[config.mk]
export PLATFORM = sky130hd
export DESIGN_NAME = tavm_div
export DESIGN_NICKNAME = d
export VERILOG_FILES = /design/src/rtl/core/three_address_vm_executor_assert.svh /design/src/rtl/core/tavm_pkg.sv /design/src/rtl/core/tavm_div.sv
export SDC_FILE = /design/constraint.sdc
export NUM_CORES = 1
export LEC_CHECK = 0
export CORE_UTILIZATION = 38
export DETAILED_ROUTE_END_ITERATION = 16
export DONT_BUFFER_PORTS = 1
export SYNTH_ARGS = -nofsm -noshare
export SYNTH_HDL_FRONTEND = slang
export SYNTH_SLANG_ARGS = --single-unit
[constraint.sdc]
create_clock -name clk -period 10 [get_ports clk]
set_input_delay 2 -clock clk [delete_from_list [all_inputs] [get_ports clk]]
set_output_delay 2 -clock clk [all_outputs]
set_load 0.05 [all_outputs]
[src/rtl/core/three_address_vm_executor_assert.svh]
// Assertion helpers for the executor core.
`ifndef THREE_ADDRESS_VM_EXECUTOR_ASSERT_SVH
`define THREE_ADDRESS_VM_EXECUTOR_ASSERT_SVH

// Same-cycle implication, checked on clk, masked while rst_n is low.
`define TAVM_ASSERT_NOW(lbl, ante, cons, msg) \
    lbl: assert property (@(posedge clk) disable iff (!rst_n) (ante) |-> (cons)) else $error(msg);

// Next-cycle implication, checked on clk, masked while rst_n is low.
`define TAVM_ASSERT_NEXT(lbl, ante, cons, msg) \
    lbl: assert property (@(posedge clk) disable iff (!rst_n) (ante) |=> (cons)) else $error(msg);

`endif

[src/rtl/core/tavm_pkg.sv]
// ----------------------------------------------------------------------------
// tavm_pkg
// Shared types and constants of the three-address VM executor.
// ----------------------------------------------------------------------------
package tavm_pkg;

    localparam int DATA_AW = 12;
    localparam int DATA_DEPTH = 1 << DATA_AW;
    localparam int PC_W = 12;
    localparam int WORD_W = 32;
    localparam int KIND_W = 5;
    localparam int OPND_W = 13;

    typedef logic [WORD_W-1:0] word_t;
    typedef logic [DATA_AW-1:0] daddr_t;
    typedef logic [PC_W-1:0] pc_t;

    typedef enum logic [KIND_W-1:0] {
        OP_ADDBX = 5'd0, OP_SETBX = 5'd1, OP_RET = 5'd2, OP_CALL = 5'd3,
        OP_UMINUS = 5'd4, OP_OUT = 5'd5, OP_IN = 5'd6, OP_NOT = 5'd7,
        OP_AND = 5'd8, OP_OR = 5'd9, OP_JNE = 5'd10, OP_JEQ = 5'd11,
        OP_JGE = 5'd12, OP_JGT = 5'd13, OP_JLE = 5'd14, OP_JLT = 5'd15,
        OP_NOP = 5'd16, OP_MOD = 5'd17, OP_DIV = 5'd18, OP_MUL = 5'd19,
        OP_SUB = 5'd20, OP_ADD = 5'd21, OP_INIT = 5'd22, OP_MOV = 5'd23,
        OP_JMP = 5'd24, OP_JTRUE = 5'd25, OP_JFALSE = 5'd26
    } op_t;

    typedef enum logic [1:0] {
        ST_OK = 2'd0, ST_UNSUPPORTED = 2'd1, ST_UNKNOWN = 2'd2, ST_DIV_ZERO = 2'd3
    } status_t;

    typedef struct packed {
        logic  start;
        word_t dividend;
        word_t divisor;
    } div_req_t;

    typedef struct packed {
        logic  done;
        word_t quotient;
        word_t remainder;
    } div_rsp_t;

endpackage

[src/rtl/core/tavm_div.sv]
// ----------------------------------------------------------------------------
// tavm_div
// Signed divider, restoring, one quotient bit per cycle; truncating.
// ----------------------------------------------------------------------------
module tavm_div
    import tavm_pkg::*;
(
    input  logic     clk,
    input  logic     rst_n,
    input  div_req_t req,
    output div_rsp_t rsp
);

    localparam int CNT_W = $clog2(WORD_W);

    logic             busy_reg;
    logic             done_reg;
    logic [CNT_W-1:0] cnt_reg;
    word_t            quot_reg;
    word_t            rem_reg;
    word_t            dv_reg;
    logic             negq_reg;
    logic             negr_reg;
    logic [WORD_W:0]  shifted;
    logic [WORD_W:0]  trial;

    assign shifted = {rem_reg, quot_reg[WORD_W-1]};
    assign trial   = shifted - {1'b0, dv_reg};

    always_ff @(posedge clk or negedge rst_n)
    begin
        if (!rst_n)
        begin
            busy_reg <= 1'b0;
            done_reg <= 1'b0;
            cnt_reg  <= '0;
        end
        else
        begin
            done_reg <= 1'b0;
            if (req.start)
            begin
                busy_reg <= 1'b1;
                cnt_reg  <= '0;
            end
            else if (busy_reg)
            begin
                cnt_reg <= cnt_reg + 1'b1;
                if (cnt_reg == CNT_W'(WORD_W - 1))
                begin
                    busy_reg <= 1'b0;
                    done_reg <= 1'b1;
                end
            end
        end
    end

    always_ff @(posedge clk)
    begin
        if (req.start)
        begin
            quot_reg <= req.dividend[WORD_W-1] ? -req.dividend : req.dividend;
            dv_reg   <= req.divisor[WORD_W-1] ? -req.divisor : req.divisor;
            rem_reg  <= '0;
            negq_reg <= req.dividend[WORD_W-1] ^ req.divisor[WORD_W-1];
            negr_reg <= req.dividend[WORD_W-1];
        end
        else if (busy_reg)
        begin
            if (!trial[WORD_W])
            begin
                rem_reg  <= trial[WORD_W-1:0];
                quot_reg <= {quot_reg[WORD_W-2:0], 1'b1};
            end
            else
            begin
                rem_reg  <= shifted[WORD_W-1:0];
                quot_reg <= {quot_reg[WORD_W-2:0], 1'b0};
            end
        end
    end

    assign rsp.done      = done_reg;
    assign rsp.quotient  = negq_reg ? -quot_reg : quot_reg;
    assign rsp.remainder = negr_reg ? -rem_reg : rem_reg;

endmodule

# --- Yosys cells after proc, flatten, opt, wreduce, memory -nomap -nowiden ---
# Index checks and enable logic that the tools add are counted.
totals:
  register_bits: 105
  inputBits: 67
  output_inout_bits: 65
  word_cells: 34
classes:
  n_addsub: 6
  eq_ne: 1
  mux: 16
  n_bitwise: 1
  n_reduce_logical: 1
ops:
  columns: ["cell", "count"]
  rows:
  - ["$mux 32", 6]
  - ["$neg 32->32", 4]
  - ["$sub 33x32->33", 1]
  - ["$mux 31", 1]
  - ["$mux 5", 2]
  - ["$mux 1", 7]
  - ["$add 5x1->5 const B", 1]
  - ["$eq 5x5->1 const B", 1]
  - ["$reduce_bool 2->1", 1]
  - ["$xor 1x1->1", 1]

# --- Logic depth before layout (Yosys ltp) ---
# Gate-level depths: netlist of run 1.
depth:
  depth_word: 4
  ltp_mapped: 14
  ltp_nobuf: 12

# --- Worst setup path after synthesis of run 1 ---
# No wires, ideal clock.
synth_timing:
  path_type: "register to output"
  startpoint: "register quot_reg[16]"
  endpoint: "output port rsp[61] in the netlist's numbering"
  arrival_time_ns: 3.224
  t_required_ns: 8.000
  path_slack_ns: 4.776
  path_stages_with_launch: 8
  path_buffers: 0
  cell_sequence: "edfxtp_1 or3_1 or4_1 or3_1 or3_1 or4_1 o41ai_1 xnor2_1"
synth_lines:
  columns: ["element", "line_no", "rtl"]
  rows:
  - ["from (decl)", "tavm_div.sv:19", "word_t quot_reg;"]
  - ["from (signal assigned)", "tavm_div.sv:62", "quot_reg <= req.dividend[WORD_W-1] ? -req.dividend : req.dividend;"]
  - ["from (signal assigned)", "tavm_div.sv:73", "quot_reg <= {quot_reg[WORD_W-2:0], 1'b1};"]
  - ["from (signal assigned)", "tavm_div.sv:78", "quot_reg <= {quot_reg[WORD_W-2:0], 1'b0};"]
  - ["to (decl)", "tavm_div.sv:11", "output div_rsp_t rsp"]

==> flow_summary.yaml, run 1 <==
status:
  outcome: "finished clean"
layout:
  final_layout_size_suffix_gt1_share_pct: 5.86
  nNetsFinal: 1057
  num_antenna_cells: 0
  ff_latch_area_sq_mm: 0.00280
  multi_input_area_sq_mm: 0.00525
  fill_cells: 2221
  layout_common_cells: "xnor2_1, nor2_1, nand2_1, edfxtp_1, o21ai_0"
  area_growth_syn_to_layout_pct: 7.40
  final_common_cell: "xnor2_1"
global_route:
  antenna_found_initial: 0
  grt_max_degree: 131
  grt_usage_pct: 17.6
  overflow: 0
  grt_pass1_vias: 6118
  grt_first_pass_wirelength_um: 31400
sta:
  skew_ps: 11.6
  worst_pin_slew_ps: 1310
  hold_viol: 0
  setup_viol: 0
  min_period_ps: 5810
  relSlewSlack_pct: 12.0
  fin_tns_setup_ps: 0
  rsz0062_at_grt: "no"
  period_share_pct: 58.1
  clock.fmax_ghz: 0.172
  slew_violations: 0
worst_setup_path:
  required_ps: 8000
  cp.arrival_ps: 3810
  timing.rr.start: "rem_reg[0]"
  startpoint: "quot_reg[0]"
  crit_path_end_kind: "output port"
  critPathKind: "reg -> out"
  rr_worst_depth: 12
  worstPathMaxFanout: 5
  startpoint_type: "register"
cts:
  cts_resized: 0
  cts_tree: "built"
  cts_root_buf: "clkbuf_16"
  clk_latency_ps: 360
  htree_levels: 3
  clkTransAtPathRegs_ps: 70
  postCtsSetupBuffers: 0
  cts_made_buffers: 9
  clock_sinks: 105
  holdBufCountCts: 0
  cts_buffer_depth: 2
route:
  via_per_inst: 5.48
  post-route-drc-count: 0
  drtPass1Iterations: 5
  vias: 6773
  ant_nets: 0
  wl_um: 20200
  routedWlPerCell_um: 16.3
  drt_iter0_markers: 348
yosys:
  ys.warnings.count: 0
  async_flop_share_pct: 6.67
  synthCells: 963
  ys.flop_type: "edfxtp_1"
  yosysUniqueCellTypes: 66
  synth_area_sq_mm: 0.00843
  syn-mean-instance-area_sq_um: 8.76
  synth_fp_nets: 1069
  ys_seq_elements: 105
  ys_seq_area_share_pct: 33.2
  synth_edf_count: 66
min_path:
  hold_depth: 2
  min_from: "cnt_reg[4]"
  min_path_type: "reg -> reg"
placement:
  hpwl_um: 15400
  port_buffers: 0
  gp_congestion: 0.905
die:
  die-area_sq_mm: 0.0228
  dieHeight_um: 151
  core-area_sq_mm: 0.0218
  initial_utilization_pct: 38.6
  ios: 132
  row_count: 54
  die_x_um: 151
run:
  drv_cap: 0
worst paths after layout:
path | endpoint | slack, ps
min reg2reg | cnt_reg[4] | 540
min | cnt_reg[4] | 540
min in group asynchronous | cnt_reg[0] | 1330
max in group asynchronous | busy_reg | 8600
max reg2reg | rem_reg[6] | 5940
max | rsp[61] | 4190
through the flow:
| stage | worst slack, ps | hold slack (ps) | util [%] | instances | cell area (sq um) |
|---|---|---|---|---|---|
| 3_3_place_gp | 4610 | 511 | 40.2 | 1220 | 8780 |
| 6_report | 4190 | 542 | 41.5 | 1236 | 9060 |
| 2_1_floorplan | 4780 | 488 | - | 963 | 8430 |
| 5_1_grt | 3920 | 572 | 41.5 | 1236 | 9060 |
| 3_5_place_dp | 4580 | 522 | 40.2 | 1220 | 8780 |
| 4_1_cts | 4180 | 544 | 41.5 | 1236 | 9060 |
logic make-up after synthesis:
| kind of cell | after synthesis | synth area share, % |
|---|---|---|
| buffers and inverters | 100 | 4.69 |
| AND/OR/NAND/NOR | 279 | 16.8 |
| AO/OA/AOI/OAI | 258 | 20.1 |
| XOR/XNOR | 151 | 15.7 |
| adder cells (fa/ha/maj) | 39 | 5.88 |
| flip-flops | 105 | 33.2 |
| multiplexers | 31 | 3.69 |
critical path, cell delays in order, from the launching register on:
cell,delay [ps]
edfxtp_1,640
inv_1,170
nand3_1,130
nor3_1,160
nand2_1,110
or4_1,530
or3_1,380
or4_1,470
o41ai_1,340
xnor2_1,520
layout make-up:
| type | count | area share, % |
|---|---|---|
| tap | 280 | 3.87 |
| multi-input combinational | 758 | 57.9 |
| clock inverter | 6 | 0.553 |
| inverter | 52 | 2.16 |
| timing repair buffer | 25 | 2.07 |
| clock buffer | 10 | 2.53 |
| sequential | 105 | 30.9 |
cells in the mapped netlist, drive strengths merged, types with 4 or more instances:
cell type | number | share of area [%]
nand2 | 74 | 3.3
or3 | 19 | 1.4
nor4 | 7 | 0.52
inv | 52 | 2.3
dfxtp | 32 | 7.6
a211oi | 21 | 1.9
buf | 11 | 0.73
xnor2 | 106 | 11
nand3 | 5 | 0.30
dfrtp | 7 | 2.1
a311oi | 4 | 0.42
clkbuf | 37 | 1.6
nor3 | 10 | 0.59
a31oi | 7 | 0.52
edfxtp | 66 | 24
o21a | 6 | 0.53
and3 | 7 | 0.52
or2 | 6 | 0.45
mux2i | 30 | 3.6
a21o | 20 | 1.8
xor2 | 45 | 4.7
o41ai | 12 | 1.2
o31ai | 38 | 3.5
nor2b | 8 | 0.59
nor2 | 82 | 3.7
nand4 | 9 | 0.67
or4 | 21 | 2.1
o21bai | 6 | 0.53
nand2b | 15 | 1.1
o21ai | 61 | 3.6
a21oi | 57 | 3.4
ha | 38 | 5.6
per-layer routing:
| metal | vias up | wire, um | GRT usage [%] |
|---|---|---|---|
| li1 | 3472 | - | - |
| met1 | 3122 | 9780 | 24.2 |
| met2 | 149 | 9000 | 27.7 |
| met3 | 30 | 872 | 3.13 |
| met4 | 0 | 502 | 6.05 |
| met5 | - | 0 | 0 |
Power of run 1 is not shown: default switching activity piles up to over one toggle a cycle in this logic, so the estimate is an artifact.
==> inputs of run 2 (changes only) <==
clock period = 5.6 ns   (was 10 ns; I/O delays follow)
==> flow_summary.yaml, run 2 (synthesis results as in run 1) <==
status:
  outcome: "finished clean"
die:
  die-area_sq_mm: 0.0228
  initial_utilization_pct: 38.6
  row_count: 54
  core-area_sq_mm: 0.0218
  die_x_um: 151
  ios: 132
  dieHeight_um: 151
placement:
  port_buffers: 0
  gp_congestion: 0.913
  hpwl_um: 15500
route:
  drtPass1Iterations: 5
  routedWlPerCell_um: 16.4
  ant_nets: 0
  vias: 6818
  post-route-drc-count: 0
  via_per_inst: 5.52
  drt_iter0_markers: 315
  wl_um: 20300
sta:
  min_period_ps: 4920
  hold_viol: 0
  setup_viol: 0
  clock.fmax_ghz: 0.203
  period_share_pct: 87.8
  worst_pin_slew_ps: 1310
  relSlewSlack_pct: 12.2
  fin_tns_setup_ps: 0
  rsz0062_at_grt: "no"
  slew_violations: 0
  skew_ps: 8.88
worst_setup_path:
  cp.arrival_ps: 3800
  required_ps: 4480
  critPathKind: "reg -> out"
  crit_path_end_kind: "output port"
  worstPathMaxFanout: 5
  startpoint_type: "register"
min_path:
  min_path_type: "in -> async"
cts:
  cts_buffer_depth: 2
  htree_levels: 3
  cts_made_buffers: 9
  holdBufCountCts: 0
  clkTransAtPathRegs_ps: 80
  cts_root_buf: "clkbuf_16"
  cts_resized: 0
  cts_tree: "built"
  postCtsSetupBuffers: 0
  clk_latency_ps: 360
  clock_sinks: 105
layout:
  num_antenna_cells: 0
  layout_common_cells: "xnor2_1, nor2_1, nand2_1, edfxtp_1, o21ai_0"
  nNetsFinal: 1056
  final_common_cell: "xnor2_1"
  final_layout_size_suffix_gt1_share_pct: 5.86
  area_growth_syn_to_layout_pct: 7.63
global_route:
  grt_first_pass_wirelength_um: 32200
  grt_max_degree: 131
  grt_pass1_vias: 6241
  antenna_found_initial: 0
  overflow: 0
  grt_usage_pct: 18.0
run:
  drv_cap: 0
-- run 2: cell count changes in the layout (fill, tap and decap cells not counted) --
cell	change
clkinv_4	+2
inv_6	-1
clkbuf_1	-1
clkinvlp_4	-2
buf_4	-1
inv_8	+1
clkbuf_16	+1
-- run 2: worst max-delay path: stages, from the launching register on --
cell      delay, ps
edfxtp_1        640
inv_1           170
nand3_1         130
nor3_1          150
nand2_1         110
or4_1           530
or3_1           380
or4_1           470
o41ai_1         330
xnor2_1         520
-- run 2: final cells by class --
type                       count  area [sq um]
clock buffer                  10           250
clock inverter                 6          55.1
fill                        2249         12700
inverter                      52           195
multi-input combinational    758          5250
sequential                   105          2800
tap                          280           350
timing repair buffer          24           180
-- run 2: per-stage QoR --
stage               cells  hold WS (ps)  utilization [%]  worst slack (ps)  cell area, sq um
floorplan             963           488                -              1260              8430
global placement     1219           512             40.2              1090              8770
detailed placement   1219           520             40.2              1050              8770
CTS                  1235           434             41.6               658              9070
global route         1235           428             41.6               436              9070
finish               1235           445             41.6               683              9070
-- run 2: worst paths after layout --
path | cells past startpoint | slack, ps | end | startpoint
worst max-delay path | 9 | 680 | rsp[61] | quot_reg[0]
worst min-delay path | 0 | 440 | cnt_reg[2] | rst_n
worst max register to register | 12 | 1450 | rem_reg[8] | rem_reg[0]
worst min register to register | 2 | 530 | cnt_reg[4] | cnt_reg[4]
max in group asynchronous | 0 | 5080 | busy_reg | rst_n
min in group clk | 2 | 530 | cnt_reg[4] | cnt_reg[4]
-- run 2: routing by layer --
metal	track usage, %	vias up	wire length [um]
li1	-	3464	-
met1	25.1	3160	9740
met2	27.8	168	9010
met3	3.52	26	1100
met4	6.05	0	452
met5	0	-	0
Power of run 2 is left out for the same reason.
==> inputs of run 3 (changes only) <==
BUFFER_PORTS_ARGS = -buffer_cell sky130_fd_sc_hd__buf_4   (was not set)
DONT_BUFFER_PORTS = not set   (was 1)
==> flow_summary.yaml, run 3 (synthesis results as in run 1) <==
worst_setup_path:
  crit_path_end_kind: "output port"
  startpoint_type: "register"
  cp.arrival_ps: 3650
  required_ps: 4480
  critPathKind: "reg -> out"
  worstPathMaxFanout: 6
sta:
  hold_viol: 0
  skew_ps: 13.9
  worst_pin_slew_ps: 1040
  relSlewSlack_pct: 30.9
  clock.fmax_ghz: 0.210
  min_period_ps: 4770
  period_share_pct: 85.1
  rsz0062_at_grt: "no"
  fin_tns_setup_ps: 0
  setup_viol: 0
  slew_violations: 0
layout:
  layout_common_cells: "buf_4, xnor2_1, nor2_1, nand2_1, edfxtp_1"
  area_growth_syn_to_layout_pct: 17.5
  num_antenna_cells: 0
  nNetsFinal: 1168
  final_common_cell: "buf_4"
  final_layout_size_suffix_gt1_share_pct: 15.7
placement:
  port_buffers: 131
  gp_congestion: 0.861
  hpwl_um: 16300
route:
  wl_um: 21400
  vias: 7223
  post-route-drc-count: 0
  routedWlPerCell_um: 15.9
  drt_iter0_markers: 456
  via_per_inst: 5.36
  ant_nets: 0
  drtPass1Iterations: 5
cts:
  cts_made_buffers: 9
  cts_tree: "built"
  clk_latency_ps: 360
  cts_resized: 0
  clkTransAtPathRegs_ps: 80
  holdBufCountCts: 0
  clock_sinks: 105
  htree_levels: 3
  cts_root_buf: "clkbuf_16"
  cts_buffer_depth: 2
  postCtsSetupBuffers: 0
die:
  die-area_sq_mm: 0.0228
  dieHeight_um: 151
  row_count: 54
  core-area_sq_mm: 0.0218
  die_x_um: 151
  initial_utilization_pct: 38.6
  ios: 132
global_route:
  grt_use_met1_pct: 26.7
  antenna_found_initial: 0
  top_usage_layer: "met2"
  grt_max_degree: 61
  use_met2_pct: 30.2
  overflow: 0
  grt_pass1_vias: 6661
  grt_first_pass_wirelength_um: 34100
  grt_usage_pct: 19.0
  met3_usage_pct: 2.14
status:
  outcome: "finished clean"
run:
  drv_cap: 0
min_path:
  min_path_type: "reg -> reg"
[run 3: path summary, 6_finish.rpt]
kind                       cells past startpoint  slack, ps           to          from
max                                            9        830      rsp[30]    rem_reg[4]
min                                            2        530   cnt_reg[3]    cnt_reg[3]
max reg2reg                                   13       1820  rem_reg[20]  quot_reg[31]
min reg2reg                                    2        530   cnt_reg[3]    cnt_reg[3]
max in group asynchronous                      1       4920   cnt_reg[3]         rst_n
min in group asynchronous                      1        560   cnt_reg[0]         rst_n
[run 3: cell type report]
cell class | count | area (sq um)
inverter | 52 | 195
sequential | 105 | 2800
clock inverter | 6 | 46.3
tap | 280 | 350
timing repair buffer | 136 | 1020
fill | 2147 | 11900
clock buffer | 10 | 250
multi-input combinational | 758 | 5250
[run 3: critical path, stage by stage, from the launching register on]
cell and delay (ps):
dfxtp_1 380, nor4_1 640, nand3_1 250, or2_2 390
nand2b_1 180, or4_1 480, o31ai_1 440, nand2_1 120
xnor2_1 170, buf_4 230
[run 3: per-layer routing]
layer | vias up | wire [um]
li1 | 3693 | -
met5 | - | 0
met3 | 21 | 887
met1 | 3325 | 10200
met4 | 0 | 427
met2 | 184 | 9890
[run 3: through the flow]
stage	utilization, %	hold slack [ps]	instance area [sq um]	std cells	setup slack [ps]
after CTS	45.4	541	9910	1347	772
after floorplan	-	488	8430	963	1260
after global placement	44.0	509	9610	1331	1280
after global routing	45.4	558	9910	1347	570
after detailed placement	44.0	520	9610	1331	1160
final	45.4	533	9910	1347	832
Power of run 3 is left out for the same reason.
